--- src/rtl/integer_to_ascii_formatter_assert.svh ---
// ----------------------------------------------------------------------------
// integer_to_ascii_formatter assertion macros
// Clocked on clock, disabled while reset is high.
// ----------------------------------------------------------------------------
`ifndef INTEGER_TO_ASCII_FORMATTER_ASSERT_SVH
`define INTEGER_TO_ASCII_FORMATTER_ASSERT_SVH

// Same-cycle implication.
`define ITA_ASSERT_IMP(label, ante, cons, msg) \
   label: assert property (@(posedge clock) disable iff (reset) (ante) |-> (cons)) \
      else $error(msg);

// Next-cycle implication.
`define ITA_ASSERT_NXT(label, ante, cons, msg) \
   label: assert property (@(posedge clock) disable iff (reset) (ante) |=> (cons)) \
      else $error(msg);

`endif

--- src/rtl/ita_pkg.sv ---
// ----------------------------------------------------------------------------
// ita_pkg
// Types, constants and helpers shared by the integer-to-ASCII formatter.
// ----------------------------------------------------------------------------
package ita_pkg;

   // Opcodes
   localparam logic [2:0] OP_SDEC  = 3'd0;
   localparam logic [2:0] OP_UDEC  = 3'd1;
   localparam logic [2:0] OP_HEXL  = 3'd2;
   localparam logic [2:0] OP_HEXU  = 3'd3;
   localparam logic [2:0] OP_PTR   = 3'd4;

   localparam int DABBLE_STEPS = 32;
   localparam int BCD_DIGITS   = 10;
   localparam logic [4:0] DEC_WINDOW   = 5'd10;
   localparam logic [4:0] HEX32_WINDOW = 5'd8;
   localparam logic [4:0] HEX64_WINDOW = 5'd16;
   localparam logic [7:0] CHAR_MINUS   = 8'h2D;

   typedef struct packed {
      logic [2:0]  opcode;
      logic [63:0] value;
   } req_type;

   typedef struct packed {
      logic [7:0] char_code;
      logic [4:0] char_count;
      logic       last;
   } rsp_type;

   typedef enum logic [2:0] {
      ST_IDLE,
      ST_CONVERT,
      ST_SKIP,
      ST_SIGN,
      ST_EMIT
   } state_type;

   typedef struct packed {
      logic load;
      logic dabble;
      logic skip;
      logic emit_sign;
      logic emit;
   } cmd_type;

   typedef struct packed {
      logic bit_last;
      logic top_zero;
      logic left_one;
      logic neg;
   } status_type;

   function automatic logic [7:0] nibble_to_ascii(input logic [3:0] nib, input logic upper);
      logic [7:0] base;
      begin
         base = upper ? 8'h37 : 8'h57;
         nibble_to_ascii = (nib < 4'd10) ? (8'h30 + {4'd0, nib}) : (base + {4'd0, nib});
      end
   endfunction

endpackage

--- src/rtl/ita_datapath.sv ---
// ----------------------------------------------------------------------------
// ita_datapath
// Double-dabble converter, digit window and result register.
// ----------------------------------------------------------------------------
module ita_datapath (
   input  logic              clock,
   input  logic              reset,
   input  ita_pkg::req_type  req_data,
   input  ita_pkg::cmd_type  cmd,
   output ita_pkg::status_type status,
   output logic              rsp_valid,
   output ita_pkg::rsp_type  rsp_data
);
   import ita_pkg::*;

   logic [63:0] digits_ff, digits_in;
   logic [31:0] bin_ff, bin_in;
   logic [4:0]  left_ff, left_in;
   logic [4:0]  count_ff, count_in;
   logic [4:0]  bitcnt_ff, bitcnt_in;
   logic        upper_ff, upper_in;
   logic        neg_ff, neg_in;
   logic        valid_ff, valid_in;
   rsp_type     word_ff, word_in;

   logic [39:0] bcd_adj;
   logic [31:0] low_word;
   logic [4:0]  count_inc;

   assign low_word  = req_data.value[31:0];
   assign count_inc = count_ff + 5'd1;

   // Add 3 to every BCD digit of 5 or more before the shift
   always_comb begin
      for (int i = 0; i < BCD_DIGITS; i++) begin
         bcd_adj[i*4 +: 4] = (digits_ff[24 + i*4 +: 4] >= 4'd5) ?
                             digits_ff[24 + i*4 +: 4] + 4'd3 : digits_ff[24 + i*4 +: 4];
      end
   end

   always_comb begin
      digits_in = digits_ff;
      bin_in    = bin_ff;
      left_in   = left_ff;
      count_in  = count_ff;
      bitcnt_in = bitcnt_ff;
      upper_in  = upper_ff;
      neg_in    = neg_ff;
      valid_in  = 1'b0;
      word_in   = word_ff;
      if (cmd.load) begin
         count_in  = 5'd0;
         bitcnt_in = 5'd0;
         upper_in  = (req_data.opcode == OP_HEXU);
         neg_in    = (req_data.opcode == OP_SDEC) && low_word[31];
         bin_in    = ((req_data.opcode == OP_SDEC) && low_word[31]) ? (~low_word + 32'd1)
                                                                     : low_word;
         if (req_data.opcode == OP_PTR) begin
            digits_in = req_data.value;
            left_in   = HEX64_WINDOW;
         end else if ((req_data.opcode == OP_HEXL) || (req_data.opcode == OP_HEXU)) begin
            digits_in = {low_word, 32'd0};
            left_in   = HEX32_WINDOW;
         end else begin
            digits_in = 64'd0;
            left_in   = DEC_WINDOW;
         end
      end
      if (cmd.dabble) begin
         digits_in = {bcd_adj[38:0], bin_ff[31], 24'd0};
         bin_in    = {bin_ff[30:0], 1'b0};
         bitcnt_in = bitcnt_ff + 5'd1;
      end
      if (cmd.skip || cmd.emit) begin
         digits_in = {digits_ff[59:0], 4'd0};
         left_in   = left_ff - 5'd1;
      end
      if (cmd.emit_sign) begin
         valid_in           = 1'b1;
         count_in           = count_inc;
         word_in.char_code  = CHAR_MINUS;
         word_in.char_count = count_inc;
         word_in.last       = 1'b0;
      end
      if (cmd.emit) begin
         valid_in           = 1'b1;
         count_in           = count_inc;
         word_in.char_code  = nibble_to_ascii(digits_ff[63:60], upper_ff);
         word_in.char_count = count_inc;
         word_in.last       = (left_ff == 5'd1);
      end
   end

   always_ff @(posedge clock) begin
      if (reset) begin
         valid_ff <= 1'b0;
      end else begin
         valid_ff <= valid_in;
      end
      digits_ff <= digits_in;
      bin_ff    <= bin_in;
      left_ff   <= left_in;
      count_ff  <= count_in;
      bitcnt_ff <= bitcnt_in;
      upper_ff  <= upper_in;
      neg_ff    <= neg_in;
      word_ff   <= word_in;
   end

   assign status.bit_last = (bitcnt_ff == 5'(DABBLE_STEPS - 1));
   assign status.top_zero = (digits_ff[63:60] == 4'd0);
   assign status.left_one = (left_ff == 5'd1);
   assign status.neg      = neg_ff;
   assign rsp_valid       = valid_ff;
   assign rsp_data        = word_ff;

`include "integer_to_ascii_formatter_assert.svh"
   `ITA_ASSERT_NXT(a_last_ends_burst, rsp_valid && rsp_data.last, !rsp_valid, "word after last")
   `ITA_ASSERT_IMP(a_count_range, rsp_valid, (rsp_data.char_count != 5'd0) && (rsp_data.char_count <= 5'd16), "char_count out of range")
   `ITA_ASSERT_IMP(a_emit_has_digit, cmd.emit || cmd.skip, left_ff != 5'd0, "digit window empty")

endmodule

--- src/rtl/ita_controller.sv ---
// ----------------------------------------------------------------------------
// ita_controller
// Sequences load, BCD conversion, leading-zero skip, sign and digit output.
// ----------------------------------------------------------------------------
module ita_controller (
   input  logic                clock,
   input  logic                reset,
   input  logic                start,
   input  logic [2:0]          opcode,
   input  ita_pkg::status_type status,
   output ita_pkg::cmd_type    cmd,
   output logic                busy
);
   import ita_pkg::*;

   state_type state_ff, state_in;
   logic      op_ok;
   logic      op_dec;

   assign op_ok  = (opcode == OP_SDEC) || (opcode == OP_UDEC) || (opcode == OP_HEXL) ||
                   (opcode == OP_HEXU) || (opcode == OP_PTR);
   assign op_dec = (opcode == OP_SDEC) || (opcode == OP_UDEC);

   // Next state
   always_comb begin
      state_in = state_ff;
      unique case (state_ff)
         ST_IDLE: begin
            if (start && op_ok) begin
               state_in = op_dec ? ST_CONVERT : ST_SKIP;
            end
         end
         ST_CONVERT: begin
            if (status.bit_last) begin
               state_in = ST_SKIP;
            end
         end
         ST_SKIP: begin
            if (!status.top_zero || status.left_one) begin
               state_in = status.neg ? ST_SIGN : ST_EMIT;
            end
         end
         ST_SIGN: begin
            state_in = ST_EMIT;
         end
         ST_EMIT: begin
            if (status.left_one) begin
               state_in = ST_IDLE;
            end
         end
         default: begin
            state_in = ST_IDLE;
         end
      endcase
   end

   // Outputs
   always_comb begin
      cmd  = '0;
      busy = 1'b1;
      unique case (state_ff)
         ST_IDLE: begin
            busy     = 1'b0;
            cmd.load = start;
         end
         ST_CONVERT: begin
            cmd.dabble = 1'b1;
         end
         ST_SKIP: begin
            cmd.skip = status.top_zero && !status.left_one;
         end
         ST_SIGN: begin
            cmd.emit_sign = 1'b1;
         end
         ST_EMIT: begin
            cmd.emit = 1'b1;
         end
         default: begin
            cmd = '0;
         end
      endcase
   end

   always_ff @(posedge clock) begin
      if (reset) begin
         state_ff <= ST_IDLE;
      end else begin
         state_ff <= state_in;
      end
   end

`include "integer_to_ascii_formatter_assert.svh"
   `ITA_ASSERT_NXT(a_emit_done, (state_ff == ST_EMIT) && status.left_one, state_ff == ST_IDLE, "emit did not finish")
   `ITA_ASSERT_IMP(a_sign_only_neg, cmd.emit_sign, status.neg, "sign on non-negative value")
   `ITA_ASSERT_NXT(a_convert_done, (state_ff == ST_CONVERT) && status.bit_last, state_ff == ST_SKIP, "conversion overran")

endmodule

--- src/rtl/integer_to_ascii_formatter.sv ---
// Sequence, start to last word: decimal runs the 32 BCD steps, then walks the digit window
//   (leading zeros skipped, then sign if negative, then digits) into the result register;
//   hex skips the BCD steps and walks an 8-digit (32-bit) or 16-digit (64-bit) window.
// Back to back: a new start is taken in the cycle the last word is on rsp_data, not before;
//   unused opcodes are taken from idle and emit nothing.
// Results cannot be stalled; reset is synchronous, active high, and returns to idle.
// ----------------------------------------------------------------------------
// integer_to_ascii_formatter
// Formats a 32- or 64-bit integer as decimal or hex ASCII, one character per
// word, most significant digit first, with running count and last flag.
// ----------------------------------------------------------------------------
module integer_to_ascii_formatter (
   input  logic             clock,
   input  logic             reset,
   input  logic             start,
   output logic             busy,
   input  ita_pkg::req_type req_data,
   output logic             rsp_valid,
   output ita_pkg::rsp_type rsp_data
);
   import ita_pkg::*;

   // Command and status between sequencer and datapath
   cmd_type    cmd;
   status_type status;

   // Sequencer: accept the request, run the 32 BCD shift steps for decimal
   // opcodes, drop leading zero digits, then issue the sign and the digits.
   // Unused opcodes are accepted and produce no word.
   ita_controller u_ctrl (
      .clock  (clock),
      .reset  (reset),
      .start  (start),
      .opcode (req_data.opcode),
      .status (status),
      .cmd    (cmd),
      .busy   (busy)
   );

   // Datapath: digit window with the top digit always in the upper nibble,
   // BCD converter working in the upper 40 bits, and the result register.
   ita_datapath u_dp (
      .clock     (clock),
      .reset     (reset),
      .req_data  (req_data),
      .cmd       (cmd),
      .status    (status),
      .rsp_valid (rsp_valid),
      .rsp_data  (rsp_data)
   );

endmodule

--- config.mk ---
export PLATFORM = sky130hd
export DESIGN_NAME = integer_to_ascii_formatter
export DESIGN_NICKNAME = d
export VERILOG_FILES = /design/src/rtl/ita_pkg.sv /design/src/rtl/ita_datapath.sv /design/src/rtl/ita_controller.sv /design/src/rtl/integer_to_ascii_formatter.sv
export VERILOG_INCLUDE_DIRS = /design/src /design/src/rtl
export SDC_FILE = /design/constraint.sdc
export NUM_CORES = 1
export LEC_CHECK = 0
export ABC_CLOCK_PERIOD_IN_PS = 5200
export BUFFER_PORTS_ARGS = -buffer_cell sky130_fd_sc_hd__buf_2
export CORE_MARGIN = 1
export CORE_UTILIZATION = 30
export CTS_CLUSTER_DIAMETER = 40
export CTS_CLUSTER_SIZE = 14
export DETAILED_ROUTE_END_ITERATION = 6
export GPL_TIMING_DRIVEN = 0
export HOLD_SLACK_MARGIN = 0.1
export PLACE_DENSITY = 0.57
export SYNTH_ARGS = -nofsm -noshare
export SYNTH_HDL_FRONTEND = slang
export SYNTH_SLANG_ARGS = --single-unit
--- constraint.sdc ---
create_clock -name clock -period 5.2 [get_ports clock]
set_clock_uncertainty 0.2 [all_clocks]
set_input_delay 1.04 -clock clock [delete_from_list [all_inputs] [get_ports clock]]
set_output_delay 1.04 -clock clock [all_outputs]
set_load 0.05 [all_outputs]
# Yosys cells after proc, flatten, opt, wreduce, memory -nomap -nowiden
# Index checks and enable logic that the tools add are counted.
# word_totals
ff_bits	131
latch_bits	0
mem_bits_rw	0
romBits	0
in_bits	70
memories	0
# classes
addsub	16
mul	0
div_mod_pow	0
order_cmp	11
eq_ne	14
shift	0
muxes	45
bitwise	1
reduce_logical	22
# op_table
cell	n
2-to-1 mux 64 bit	5
2-to-1 mux 32 bit	3
greater-or-equal comparator 4 x 3 -> 1 bit (second input constant)	10
adder 4 x 2 -> 4 bit (second input constant)	9
2-to-1 mux 4 bit	9
2-to-1 mux 5 bit	7
adder 32 x 1 -> 32 bit (second input constant)	1
NOT 32 bit	1
2-to-1 mux 14 bit	2
2-to-1 mux 3 bit	6
one-hot mux 3 bit (5 select lines)	1
equality test 3 x 2 -> 1 bit (second input constant)	4
adder 5 x 1 -> 5 bit (second input constant)	2
adder 7 x 4 -> 8 bit	1
2-to-1 mux 1 bit	8
2-to-1 mux 8 bit	1
adder 6 x 4 -> 7 bit (first input constant)	1
logical OR 1 bit	7
2-to-1 mux 7 bit	1
equality test 3 x 1 -> 1 bit (second input constant)	2
equality test 3 bit (second input constant)	2
zero test 3 bit	2
!= test 2 x 1 -> 1 bit (second input constant)	3
nonzero test 2 bit	3
13 further kinds	18

# Depth between registers and ports, before layout
# logic_depth
ltp_word	8
depth_mapped	8

# Hierarchy
# A second synthesis with hierarchy kept.
# unflattened
cells_unflattened	803
hier_area_um2	7842.5
# modules_own_cells
mod	instances	cells_each	area_each_um2	seq_area_each_um2
ita_datapath	1	770	7581.0	3753.6
ita_controller	1	33	261.5	60.1

# Worst setup path after synthesis
# OpenSTA, ideal clock, no wires.
# synth_timing
kind	register to register
startpoint	register u_dp.digits_ff[61]
endpoint	register u_dp.digits_ff[10], enable pin
setup_time_ns	0.419
arrival_time_ns	3.215
t_required_ns	4.581
path_slack_ns	1.365
path_stages_with_launch	8
period_less_slack_ns	3.835
path_cell_list	edfxtp_1 > inv_1 > ha_1 > or3b_2 > or3_1 > a21o_1 > clkbuf_1 > nand2_1
# synth_via
elab_chain_cells	5
# synth_rtl
item	line	text
start: declaration	ita_datapath.sv:16	logic [63:0] digits_ff, digits_in;
start signal: assignment	ita_datapath.sv:100	digits_ff <= digits_in;
zero test 4 bit	ita_datapath.sv:111	assign status.top_zero = (digits_ff[63:60] == 4'd0);
logical AND 1 bit	ita_controller.sv:70	cmd.skip = status.top_zero && !status.left_one;
2-to-1 mux 1 bit	ita_controller.sv:61	unique case (state_ff)
logical OR 1 bit	ita_datapath.sv:74	if (cmd.skip || cmd.emit) begin
nonzero test 3 bit (no source line)	n/a	
# Every way passes these cells.
# A chain may end at the register's enable or synchronous reset.

# Final worst setup path
# layout_timing
startpoint	register u_dp.left_ff[1]
endpoint	register u_dp.digits_ff[13], enable pin
# layout_via
elab_chain_cells	6
# layout_rtl
item	line	text
start: declaration	ita_datapath.sv:18	logic [4:0] left_ff, left_in;
start signal: assignment	ita_datapath.sv:102	left_ff <= left_in;
equality test 5 x 1 -> 1 bit	ita_datapath.sv:112	assign status.left_one = (left_ff == 5'd1);
zero test 1 bit	ita_controller.sv:70	
logical AND 1 bit	ita_controller.sv:70	
2-to-1 mux 1 bit	ita_controller.sv:61	
logical OR 1 bit	ita_datapath.sv:74	
nonzero test 3 bit (no source line)	n/a	
# Every way passes these cells.

==> impl.org <==
** Layout
- Antenna Diode Count :: 0
- Final standard cell count with taps included and fillers excluded :: 1,146
- Layout Area Growth over Synthesis :: 18.7%
- Cell area after layout :: 8910 um2
- In the final layout, the share of cells above drive strength 1 is 0.162.
- The filler cells instantiated in the layout total 2,489.
- After the last flow step, the layout net total stands at 906.

** Placement
- DPL Wire Length :: 15.7 mm
- Routability Congestion :: 0.850
- Port buffering added 77 buffers.
- The placed instances occupy a cell area of 8300 um2.
- Number of placed cells counting well taps :: 1,114

** Global routing
- Remaining global-route overflow :: 0
- Number of antenna violations at the first check in global routing :: 0
- The first global-routing pass estimated 34.0 mm of wire.
- Entering global routing, the biggest net connects 61 pins.
- In the global route stage, overall resource usage came out at 0.175.
- The number of global-route vias before repair is 5,944.

** Routing
- After detailed routing, the number of vias per cell comes to 5.38.
- Post-route DRC violation count :: 4
- Initial detailed-routing violation count :: 600
- Via count :: 6,160
- Number of detailed-route iterations in the first pass :: 7
- After detailed routing, the average wire length per cell comes to 18.9 um.
- DRT antenna net count :: 0
- Final WL :: 21.7 mm

** Logic synthesis
- Synth Area per Inst :: 10.5 um2
- Number of warning messages in the yosys log :: 0
- The cell count after synthesis came out at 713.
- The most used flip-flop cell after synthesis is edfxtp_1.
- The share of synthesized area in the top cell type comes to 0.484.
- Cell area after synthesis :: 7500 um2
- Count of unique library cells instantiated by Yosys :: 60
- Register bit count reported by yosys :: 130
- Register area share after synthesis :: 0.508
- Area contributors post-synth :: edfxtp_1 48%, ha_1 4.5%, o21ai_0 4.5%
- Area leader, netlist :: edfxtp_1
- The synthesized design contains 121 enable-type register cells.
- Synthesis produced a netlist with a net count of 810.
- Fraction of registers with async set or reset after synthesis :: 0

** STA
- Setup repair after global routing left no endpoint under its margin.
- For the pin with the worst max-slew slack, the measured transition is 924 ps.
- Worst max-slew margin expressed relative to the limit :: 0.375
- Total of endpoints with negative setup slack in the final report :: 0
- Min Clock Period, post-route :: 3790 ps
- Dividing the final minimum period by the clock period gives 0.729.
- Upper clock frequency limit :: 264 MHz
- Slew Viols, Final :: 0
- Setup tns final :: 0 ps
- On the final layout, the worst hold slack is 291 ps.
- Endpoints failing hold :: 0

** Power and ir drop
- Of the total power, combinational logic draws 0.341.
- Power Internal :: 3.18 mW
- Switching share of total power :: 0.377
- Summing internal, switching and leakage power gives 5.10 mW.
- Areal power density over the cells :: 573 nW/um2
- The share of total power dissipated in the clock network is 0.244.
- Psw :: 1.92 mW
- Static leakage :: 3.24 nW
- Worst ir drop on vdd :: 0.286 mV
- The share of total power dissipated in sequential elements is 0.415.

** Clock network
- Clock insertion delay at the later pin of the skew report :: 430 ps
- Post-CTS timing repair inserted 0 buffers for setup.
- Clock transition at path regs :: 60 ps
- The clock net in this run drives a total of 130 sinks.
- # hold bufs at CTS :: 0
- Counting along the longest clock path gives a buffer depth of 2.
- Counting the buffers created by CTS gives 17.
- CTS built an H-tree with a depth of 4.
- After clock tree synthesis, the repair step resized 0 gates.
- TritonCTS built the clock tree.
- Clock Tree Root :: clkbuf_16

** Die
- Core ar. :: 24,500 um2
- For this configuration, the core starts out at a cell density of 0.307.
- Die Y :: 160 um
- Die Footprint :: 25,700 um2
- Std cell rows :: 57
- 86 I/O pins were placed.
- Die width :: 160 um

** Status
- Status :: complete, but fails checks
- Violations in the final reports :: design-rule violations

** Critical path
- Critical path class :: reg2reg
- Worst Path Max Fanout :: 60
- Reg-to-reg setup timing slack :: 1410 ps
- Required arrival time at the worst endpoint :: 4980 ps
- The worst setup path is launched from a flip-flop.
- STA classifies the critical path endpoint as a flip-flop.
- For the worst setup path, the data arrival time is 3570 ps.

** Job
- Max Cap Viol :: 0

** Hold path
- The tightest min-delay check is of the reg2reg type.
==> power by group through the flow <==
stage | sequential (mW) | clock (mW) | combinational, mW
final | 2.12 | 1.25 | 1.74
after global routing | 2.18 | 1.30 | 1.95
after CTS | 2.11 | 1.25 | 1.74
after detailed placement | 2.13 | 0 | 1.73
after global placement | 2.14 | 0 | 1.70
after floorplan | 2.11 | 0 | 1.21
==> flip-flops by register name, indices dropped and copies added, names as in the netlist <==
register,count
u_dp.digits_ff,64
u_dp.bin_ff,32
u_dp.rsp_data,13
u_dp.bitcnt_ff,5
u_dp.count_ff,5
u_dp.left_ff,5
u_ctrl.state_ff,3
u_dp.neg_ff,1
u_dp.rsp_valid,1
u_dp.upper_ff,1
==> worst paths after layout <==
check,from,depth (start not counted),to
worst max-delay path,u_dp.left_ff[1],7,u_dp.digits_ff[13]
worst min-delay path,u_dp.bin_ff[0],2,u_dp.bin_ff[0]
worst max register to register,u_dp.left_ff[1],7,u_dp.digits_ff[13]
worst min register to register,u_dp.bin_ff[0],2,u_dp.bin_ff[0]
==> layout by cell type (no fill, tap or decap), types with 8 or more instances in the layout <==
cell type  instances
buf_2             86
nand2b_1          15
a21oi_1           36
a221o_1           10
xnor2_1           38
o21ai_0           67
nand3_1            8
nor2_1            39
inv_1             40
a222oi_1          14
nor3_1            18
a22oi_1            9
ha_1              27
xor2_1            14
o211ai_1           9
clkbuf_16         17
dfxtp_1            9
a22o_1            27
edfxtp_1         121
nand2_1           67
nor3b_1           10
clkbuf_1          30
==> synth_stat cells (3+ instances only) <==
master	instances
nor2_1	39
nand3_1	8
ha_1	27
edfxtp_1	121
or4_1	6
xnor2_1	38
nor2b_1	3
and2_1	6
a32o_1	4
dfxtp_1	9
inv_1	41
a41oi_1	4
a221oi_1	7
clkbuf_1	30
a31oi_1	7
buf_2	9
nand2_1	68
a22oi_1	9
nor3b_1	10
nor3_1	18
nand2b_1	15
o221ai_1	3
o211ai_1	9
and3_1	5
a222oi_1	14
a21oi_1	36
a22o_1	27
xor2_1	14
nor4_1	7
o31ai_1	6
o21ai_0	67
a221o_1	10
==> worst max-delay path, stage by stage, from the launching register on <==
cell and delay [ps]:
edfxtp_1 380, inv_1 90, ha_1 130, nor4b_1 740, or3_1 260, a21o_1 300
clkbuf_1 560, nand2_4 640
==> cells by family after synthesis <==
group	after synthesis	synth area share
AOI/OAI and AO/OA	217	0.199
xor gates and xnor gates	52	0.0607
adders and majority gates	27	0.0450
buffers and inverters	85	0.0465
DFF	130	0.508
muxes	3	0.00417
other	1	0.000500
and+or+nand+nor	198	0.136
==> cell type report <==
| class | count | area (um2) | area share |
|---|---|---|---|
| Buffer | 44 | 195 | 0.0219 |
| Clock inverter | 14 | 164 | 0.0184 |
| Timing Repair Buffer | 77 | 385 | 0.0433 |
| Inverter | 41 | 154 | 0.0173 |
| Tap cell | 324 | 405 | 0.0455 |
| Multi-Input combinational cell | 498 | 3350 | 0.376 |
| Clock buffer | 18 | 439 | 0.0493 |
| Sequential cell | 130 | 3810 | 0.428 |
==> through the flow <==
stage                util  setup WS [ps]
floorplan               -           1370
global placement    0.339          -82.2
detailed placement  0.339           1250
CTS                 0.364           1390
global route        0.364           1240
finish              0.364           1410
==> layer usage <==
layer | vias to the layer above | global-route usage | wire, um
met5 | - | 0 | 0
met4 | 0 | 0.0558 | 259
met3 | 19 | 0.0338 | 1550
met2 | 252 | 0.275 | 10100
met1 | 3004 | 0.240 | 9760
li1 | 2885 | - | -
Power figures use the tool's default switching activity.
